`src/text_console_with_dirty_map_defines.svh`:
```
// assertion macros for the text console block
// included by the files that carry concurrent assertions
`ifndef TEXT_CONSOLE_WITH_DIRTY_MAP_DEFINES_SVH
`define TEXT_CONSOLE_WITH_DIRTY_MAP_DEFINES_SVH
`ifndef SYNTHESIS
// antecedent implies consequent in the same cycle
`define TCD_ASSERT_IMPL(lbl, clk, rst, ante, cons) \
  lbl: assert property (@(posedge clk) disable iff (rst) (ante) |-> (cons)) \
    else $error("text console assertion failed");
// antecedent implies consequent in the next cycle
`define TCD_ASSERT_NEXT(lbl, clk, rst, ante, cons) \
  lbl: assert property (@(posedge clk) disable iff (rst) (ante) |=> (cons)) \
    else $error("text console assertion failed");
`else
`define TCD_ASSERT_IMPL(lbl, clk, rst, ante, cons)
`define TCD_ASSERT_NEXT(lbl, clk, rst, ante, cons)
`endif
`endif

```
`src/tcd_pkg.sv`:
```
// shared sizes, codes, types and helper functions of the text console
// used by every module of the block; depends on nothing
package tcd_pkg;

  // screen geometry limits
  localparam int MAX_COLUMNS = 128;
  localparam int MAX_ROWS    = 32;
  localparam int CELLS       = MAX_COLUMNS * MAX_ROWS;

  // derived widths
  localparam int CA_W   = $clog2(CELLS);
  localparam int N_W    = $clog2(CELLS + 1);
  localparam int COL_W  = $clog2(MAX_COLUMNS + 1);
  localparam int ROW_W  = $clog2(MAX_ROWS + 1);
  localparam int PROD_W = ROW_W + COL_W + 1;

  // dirty map word organization
  localparam int DW     = 32;
  localparam int BIT_W  = $clog2(DW);
  localparam int DWORDS = (CELLS + DW - 1) / DW;
  localparam int DWI_W  = (DWORDS > 1) ? $clog2(DWORDS) : 1;
  localparam int WC_W   = DWI_W + 1;
  localparam int WB_W   = WC_W + BIT_W;

  // divider step counter
  localparam int DIV_CNT_W = $clog2(CA_W + 1);

  // fixed port widths
  localparam int OP_W       = 3;
  localparam int CHAR_W     = 8;
  localparam int TCOL_W     = 7;
  localparam int TROW_W     = 5;
  localparam int CFG_COL_W  = 8;
  localparam int CFG_ROW_W  = 6;
  localparam int CFG_DATA_W = 8;
  localparam int CFG_IDX_W  = 1;

  // register reset values
  localparam logic [CFG_COL_W-1:0] COLS_RESET = CFG_COL_W'(80);
  localparam logic [CFG_ROW_W-1:0] ROWS_RESET = CFG_ROW_W'(25);

  // character codes
  localparam logic [CHAR_W-1:0] CH_NEWLINE   = CHAR_W'(10);
  localparam logic [CHAR_W-1:0] CH_SPACE     = CHAR_W'(32);
  localparam logic [CHAR_W-1:0] CH_LAST_CTRL = CHAR_W'(31);

  // register indexes
  localparam logic [CFG_IDX_W-1:0] REG_COLUMNS = 1'b0;
  localparam logic [CFG_IDX_W-1:0] REG_ROWS    = 1'b1;

  // operation codes
  typedef enum logic [OP_W-1:0] {
    OP_WRITE   = 3'd0,
    OP_SETPOS  = 3'd1,
    OP_CLEAR   = 3'd2,
    OP_REFRESH = 3'd3,
    OP_DRAIN   = 3'd4
  } op_t;

  // access request to the character store and dirty map
  typedef struct packed {
    logic              rd_en;
    logic [CA_W-1:0]   rd_a_addr;
    logic [CA_W-1:0]   rd_b_addr;
    logic              wr_en;
    logic [CA_W-1:0]   wr_addr;
    logic [CHAR_W-1:0] wr_data;
    logic              dirty_rd_en;
    logic [DWI_W-1:0]  dirty_rd_addr;
    logic              dirty_wr_en;
    logic [DWI_W-1:0]  dirty_wr_addr;
    logic [DW-1:0]     dirty_wr_mask;
    logic [DW-1:0]     dirty_wr_data;
  } store_req_t;

  // dirty word that holds a cell
  function automatic logic [DWI_W-1:0] word_of(input logic [CA_W-1:0] a);
    return DWI_W'(a >> BIT_W);
  endfunction

  // one-hot mask of a cell inside its dirty word
  function automatic logic [DW-1:0] bit_mask(input logic [CA_W-1:0] a);
    logic [BIT_W-1:0] b;
    b = BIT_W'(a);
    return DW'(1) << b;
  endfunction

  // bits of a word that lie below the end of the screen
  function automatic logic [DW-1:0] valid_mask(input logic [N_W-1:0] remaining);
    logic [DW-1:0] m;
    for (int i = 0; i < DW; i++) begin
      m[i] = (int'(remaining) > i);
    end
    return m;
  endfunction

  // index of the lowest set bit
  function automatic logic [BIT_W-1:0] lowest_bit(input logic [DW-1:0] v);
    logic [BIT_W-1:0] r;
    r = '0;
    for (int i = DW - 1; i >= 0; i--) begin
      if (v[i]) begin
        r = BIT_W'(i);
      end
    end
    return r;
  endfunction

endpackage

```
`src/tcd_div.sv`:
```
// iterative restoring divider, one quotient bit per cycle
// splits a linear cell address into row and column; uses tcd_pkg
module tcd_div (
  input  logic                       clk,
  input  logic                       rst,
  input  logic                       start,
  input  logic [tcd_pkg::CA_W-1:0]   dividend,
  input  logic [tcd_pkg::COL_W-1:0]  divisor,
  output logic                       done,
  output logic [tcd_pkg::CA_W-1:0]   quotient,
  output logic [tcd_pkg::COL_W-1:0]  remainder
);

  logic                          busy;
  logic [tcd_pkg::DIV_CNT_W-1:0] cnt;
  logic [tcd_pkg::CA_W-1:0]      quo;
  logic [tcd_pkg::COL_W-1:0]     rem;
  logic [tcd_pkg::COL_W-1:0]     div_q;
  logic [tcd_pkg::COL_W:0]       trial;
  logic [tcd_pkg::COL_W:0]       diff;
  logic                          fits;

  // one trial subtraction
  always_comb begin
    trial = {rem, quo[tcd_pkg::CA_W-1]};
    diff  = trial - {1'b0, div_q};
    fits  = (trial >= {1'b0, div_q});
  end

  // step control
  always_ff @(posedge clk) begin
    if (rst) begin
      busy <= 1'b0;
      cnt  <= '0;
      done <= 1'b0;
    end else begin
      done <= 1'b0;
      if (start) begin
        busy <= 1'b1;
        cnt  <= tcd_pkg::DIV_CNT_W'(tcd_pkg::CA_W);
      end else if (busy) begin
        cnt <= cnt - 1'b1;
        if (cnt == tcd_pkg::DIV_CNT_W'(1)) begin
          busy <= 1'b0;
          done <= 1'b1;
        end
      end
    end
  end

  // quotient and remainder shift
  always_ff @(posedge clk) begin
    if (start) begin
      quo   <= dividend;
      rem   <= '0;
      div_q <= divisor;
    end else if (busy) begin
      quo <= {quo[tcd_pkg::CA_W-2:0], fits};
      rem <= fits ? diff[tcd_pkg::COL_W-1:0] : trial[tcd_pkg::COL_W-1:0];
    end
  end

  assign quotient  = quo;
  assign remainder = rem;

endmodule

```
`config.mk`:
```
export PLATFORM = sky130hd
export DESIGN_NAME = tcd_div
export DESIGN_NICKNAME = d
export VERILOG_FILES = /design/src/text_console_with_dirty_map_defines.svh /design/src/tcd_pkg.sv /design/src/tcd_div.sv
export SDC_FILE = /design/constraint.sdc
export NUM_CORES = 1
export LEC_CHECK = 0
export BUFFER_PORTS_ARGS = -buffer_cell sky130_fd_sc_hd__buf_2
export CAP_MARGIN = 20
export CORE_MARGIN = 2
export CORE_UTILIZATION = 42
export CTS_BUF_LIST = sky130_fd_sc_hd__clkbuf_4 sky130_fd_sc_hd__clkbuf_8
export CTS_CLUSTER_DIAMETER = 30
export DETAILED_ROUTE_END_ITERATION = 7
export PLACE_DENSITY = 0.66
export SLEW_MARGIN = 10
export SYNTH_ARGS = -nofsm -noshare
export SYNTH_HDL_FRONTEND = slang
export SYNTH_SLANG_ARGS = --single-unit
```
`constraint.sdc`:
```
create_clock -name clk -period 2.18 [get_ports clk]
set_clock_uncertainty 0.2 [all_clocks]
set_input_delay 0.218 -clock clk [delete_from_list [all_inputs] [get_ports clk]]
set_output_delay 0.218 -clock clk [all_outputs]
set_load 0.005 [all_outputs]
```
======== Yosys cells after proc, flatten, opt, wreduce, memory -nomap -nowiden ========
Cells that the tools add are included.
operators by class
  add/subtract/negate cells ............... 2
  $lt $le $gt $ge ......................... 1
  equal/unequal tests ..................... 1
  mux-type cells .......................... 9
  bitwise gates (word level) .............. 1
  reductions and logical operators ........ 3
operator list
  operator               number
  $mux W12               2
  $ge A9 B8 Y1           1
  $mux W4                2
  $mux W8                1
  $sub A8 B8 Y8          1
  $eq A4 B1 Y1 const B   1
  $mux W1                4
  $sub A4 B1 Y4 const B  1
  $reduce_or A3 Y1       1
  $reduce_bool A2 Y1     1
  $reduce_or A2 Y1       1
  $not A1 Y1             1
storage, ports and cells
  bits in registers ....................... 34
  input port bits ......................... 23
  output and inout port bits .............. 21
  logic and storage cells ................. 24

======== Logic depth before layout (Yosys ltp) ========
  depth after elaboration ................. 4
  depth in mapped cells ................... 8
  mapped depth without buffers ............ 8

======== Worst setup path before layout ========
OpenSTA, ideal clock, no wires.
  path kind ............................... register -> register
  start point ............................. register rem (netlist bit remainder[3])
  end point ............................... register quo (netlist bit quotient[0]), data pin
  library setup time ...................... 0.260 ns
  arrival time ............................ 1.629 ns
  required time ........................... 1.720 ns
  setup slack ............................. 0.092 ns
  cell stages (with the launch flop) ...... 7
  path buffers ............................ 1
  clock period less this slack ............ 2.088 ns
  cell sequence ........................... dfxtp_1 > ha_1 > a21o_1 > a221oi_2 > o21ai_2 > buf_6 > mux2_2
between the ends
  longest elaborated chain between the ends .. 3
ends and longest elaborated chain
  element                 RTL line       RTL
  from (decl)             tcd_div.sv:17  logic [tcd_pkg::COL_W-1:0] rem;
  from (signal assigned)  tcd_div.sv:59  rem <= fits ? diff[tcd_pkg::COL_W-1:0] : trial[tcd_pkg::COL_W-1:0];
  $ge A9 B8 Y1            tcd_div.sv:27  fits = (trial >= {1'b0, div_q});
  $mux W12                tcd_div.sv:57  end else if (busy) begin
  $mux W12                tcd_div.sv:53  if (start) begin
  to (signal assigned)    tcd_div.sv:54  quo <= dividend;
  to (signal assigned)    tcd_div.sv:58  quo <= {quo[tcd_pkg::CA_W-2:0], fits};
  to (decl)               tcd_div.sv:16  logic [tcd_pkg::CA_W-1:0] quo;
No other way between the ends. The select of a mux whose other input is x is not followed.
A chain may end at the register's enable or synchronous reset.

======== Worst setup path in the final report ========
  start point ............................. register div_q[6] (netlist bit)
  end point ............................... register rem (netlist bit remainder[0])
between the ends
  longest elaborated chain between the ends .. 2
ends and longest elaborated chain
  element                 RTL line       RTL
  from (decl)             tcd_div.sv:18  logic [tcd_pkg::COL_W-1:0] div_q;
  from (signal assigned)  tcd_div.sv:56  div_q <= divisor;
  $ge A9 B8 Y1            tcd_div.sv:27
  $mux W8                 tcd_div.sv:59
No other way between the ends.

==> impl_metrics.yaml <==
floorplanning:
  core_sq_um: 4030
  num_rows: 23
  die_w_microns: 68.8
  io_pins: 44
  die_y_microns: 68.8
  start_util_pct: 43.8
  dieArea_sq_um: 4730
timing:
  setup_ws_ns: 0.0912
  finalCritPeriodShare_pct: 95.8
  setup_violations: 0
  hold-worst-slack_ns: 0.0325
  worst_pin_slew_ns: 0.515
  hold_viol: 0
  setup_tns_ns: 0
  maxSlewViolCount: 0
  rsz0062_at_grt: "false"
  min_period_ns: 2.09
  max_clock_freq_ghz: 0.479
  slew_headroom_pct: 65.6
grt:
  antenna_found_initial: 0
  grt_max_degree: 31
  first_global_vias: 1321
  grt_pass1_wl_mm: 6.10
  grtUsageTotal_pct: 18.1
  overflow: 0
power_and_ir_drop:
  power_density_nw_per_um2: 657
  power.leakage_nw: 1.03
  power.total_mw: 1.53
  vdd_drop_max_mv: 0.351
synthesis:
  ys_seq_area_share_pct: 50.0
  synthTopCellsByArea: "edfxtp_1, dfxtp_1, mux2_2, ha_1, nor2_1"
  yosysMostFrequentCell: "edfxtp_1"
  synth_top_area_share_pct: 34.1
  synthFlopType: "edfxtp_1"
  yosys.cell_types.count: 37
  ys_warn_count: 0
  synth-edff-count: 20
  syn_avg_cell_area_sq_um: 11.4
  syn-cell-area_sq_um: 1760
  ys_ff_latch: 34
  synthTopCellsByCount: "edfxtp_1, nor2_1, dfxtp_1, inv_1, mux2_2"
  synth_area_leader_cell: "edfxtp_1"
  async_flop_share_pct: 0
  syn_inst: 155
  synth_nets: 189
worst_setup_path:
  cp_max_fo: 4
  rr_worst_depth: 7
  worstSetupEndpoint: "remainder[0]"
  ff2ff_setup_slack_ns: 0.09
  r2r-start: "div_q[6]"
  startpoint_type: "register"
  worstReg2RegEnd: "remainder[0]"
  path_buf_inv: 1
  cp.depth: 7
  worst-setup-path-type: "register to register"
  cp-startpoint: "div_q[6]"
  required_ns: 2.19
  crit_path_max_incr_delay_ns: 0.36
  cp_cell_sequence: "inv_1 > ha_4 > a21o_1 > a221oi_4 > o21ai_4 > mux2_4 > a211oi_2"
  end_kind: "register"
  crit_family: "compound AO/OA/AOI/OAI gates"
  crit_slowest_cell: "edfxtp_1"
  worstPathArrival_ns: 2.10
cells_and_area:
  final_cell_count_no_fill: 272
  syn_to_final_growth_pct: 31.9
  drive_above_1_share_pct: 39.6
  antenna_cells: 0
  nets: 255
routing:
  vias: 1356
  drc: 0
  drt-total-wl_mm: 3.71
  initialDrtViolationCount: 111
  wl_per_cell_microns: 13.6
  ant_nets: 0
  viasPerCell: 4.99
  dr.pass1.iters: 4
clock_network:
  cts_tree: "yes"
  clockBufferDepth: 2
  cts_made_buffers: 5
  cts_sinks: 34
  htree_levels: 2
  cts_root_buf: "clkbuf_8"
  clkSlewWorstSetupHoldPaths_ns: 0.06
  clk_latency_ns: 0.28
placement:
  hpwl_mm: 2.73
  place_congestion: 0.826
  io_buffer_count: 43
  dp_cells: 254
  pre_cts_ws_ns: 0.00952
run_status:
  outcome: "completed"
hold_path:
  hp-class: "primary input to register"
run:
  maxCapViolations: 0
[layout make-up]
class	count	area (sq um)
Timing Repair Buffer	63	395
Fill cell	343	1700
Sequential cell	34	885
Tap cell	50	62.6
Multi-Input combinational cell	103	846
Clock buffer	6	76.3
Inverter	14	52.6
Clock inverter	2	8.76
[layer usage]
layer / vias to the layer above / wire [microns] / part of all wire, % / global-route usage (%)
li1: 681 / - / - / -
met1: 631 / 1630 / 44 / 22.6
met2: 39 / 1850 / 50 / 29.9
met3: 5 / 184 / 5.0 / 4.38
met4: 0 / 51 / 1.4 / 7.35
met5: - / 0 / 0 / 0
[metrics by stage]
stage,area (sq um),util (%)
2_1_floorplan,1760,-
3_3_place_gp,2090,52.0
3_5_place_dp,2090,52.0
4_1_cts,2280,56.7
5_1_grt,2330,57.7
6_report,2330,57.7
[kinds of logic after synthesis]
group | synth area share, %
mux | 11.4
fa+ha+maj | 8.23
xor+xnor | 3.97
buf+inv | 4.26
simple gates | 11.2
flops | 50.0
compound gates | 11.0
[registers in the layout (all words and copies together) (netlist names)]
signal     cells
remainder      8
div_q          8
quotient      12
cnt            4
busy           1
done           1
[worst min-delay path by stage]
stage	startpoint	endpoint	slack, ns	cells past startpoint
CTS	dividend[10]	quotient[10]	0.03	2
detailed placement	divisor[4]	div_q[4]	0.20	1
global placement	divisor[5]	div_q[5]	0.20	1
finish	dividend[1]	quotient[1]	0.03	2
floorplan	rst	busy	0.09	1
global route	dividend[4]	quotient[4]	0.03	2
[cells in the final DEF, fill, tap and decap left out, drive strengths merged, types with 2 or more instances in the layout]
| cell | Yosys | final |
|---|---|---|
| o21ai | 5 | 5 |
| dlygate4sd3 | 0 | 9 |
| xor2 | 4 | 4 |
| mux2i | 5 | 5 |
| a31oi | 2 | 2 |
| a211oi | 3 | 3 |
| dfxtp | 14 | 14 |
| mux2 | 13 | 13 |
| nor3 | 3 | 3 |
| nand2 | 10 | 10 |
| ha | 10 | 10 |
| nor2b | 3 | 3 |
| buf | 4 | 54 |
| a21o | 3 | 3 |
| nor4b | 2 | 2 |
| inv | 14 | 14 |
| a21oi | 2 | 2 |
| clkbuf | 0 | 6 |
| nand2b | 3 | 3 |
| edfxtp | 20 | 20 |
| xnor2 | 4 | 4 |
| clkinv | 0 | 2 |
| nor2 | 16 | 16 |
| or2 | 3 | 3 |
[power breakdown]
group	total (mW)	switching, mW	internal (mW)
clock	0.453	0.221	0.232
combinational	0.309	0.148	0.161
sequential	0.766	0.0279	0.738
total	1.53	0.397	1.13
[worst reg2reg max path, delay by kind of cell, from the launching register on]
family,cells,cell delay [ns]
AOI/OAI and AO/OA,4,0.83
DFF,1,0.36
muxes,1,0.33
adders and majority gates,1,0.21
buffers and inverters,1,0.09
[timing repair]
item                                   CTS  global route
resized for setup                        1            10
hold buffers                             9             0
buffers inserted                         1             0
pin swaps                                1             2
endpoints found under the hold margin   14             0
cloned                                   0             0
setup endpoints to repair                1             7
(Power assumes the default switching activity.)
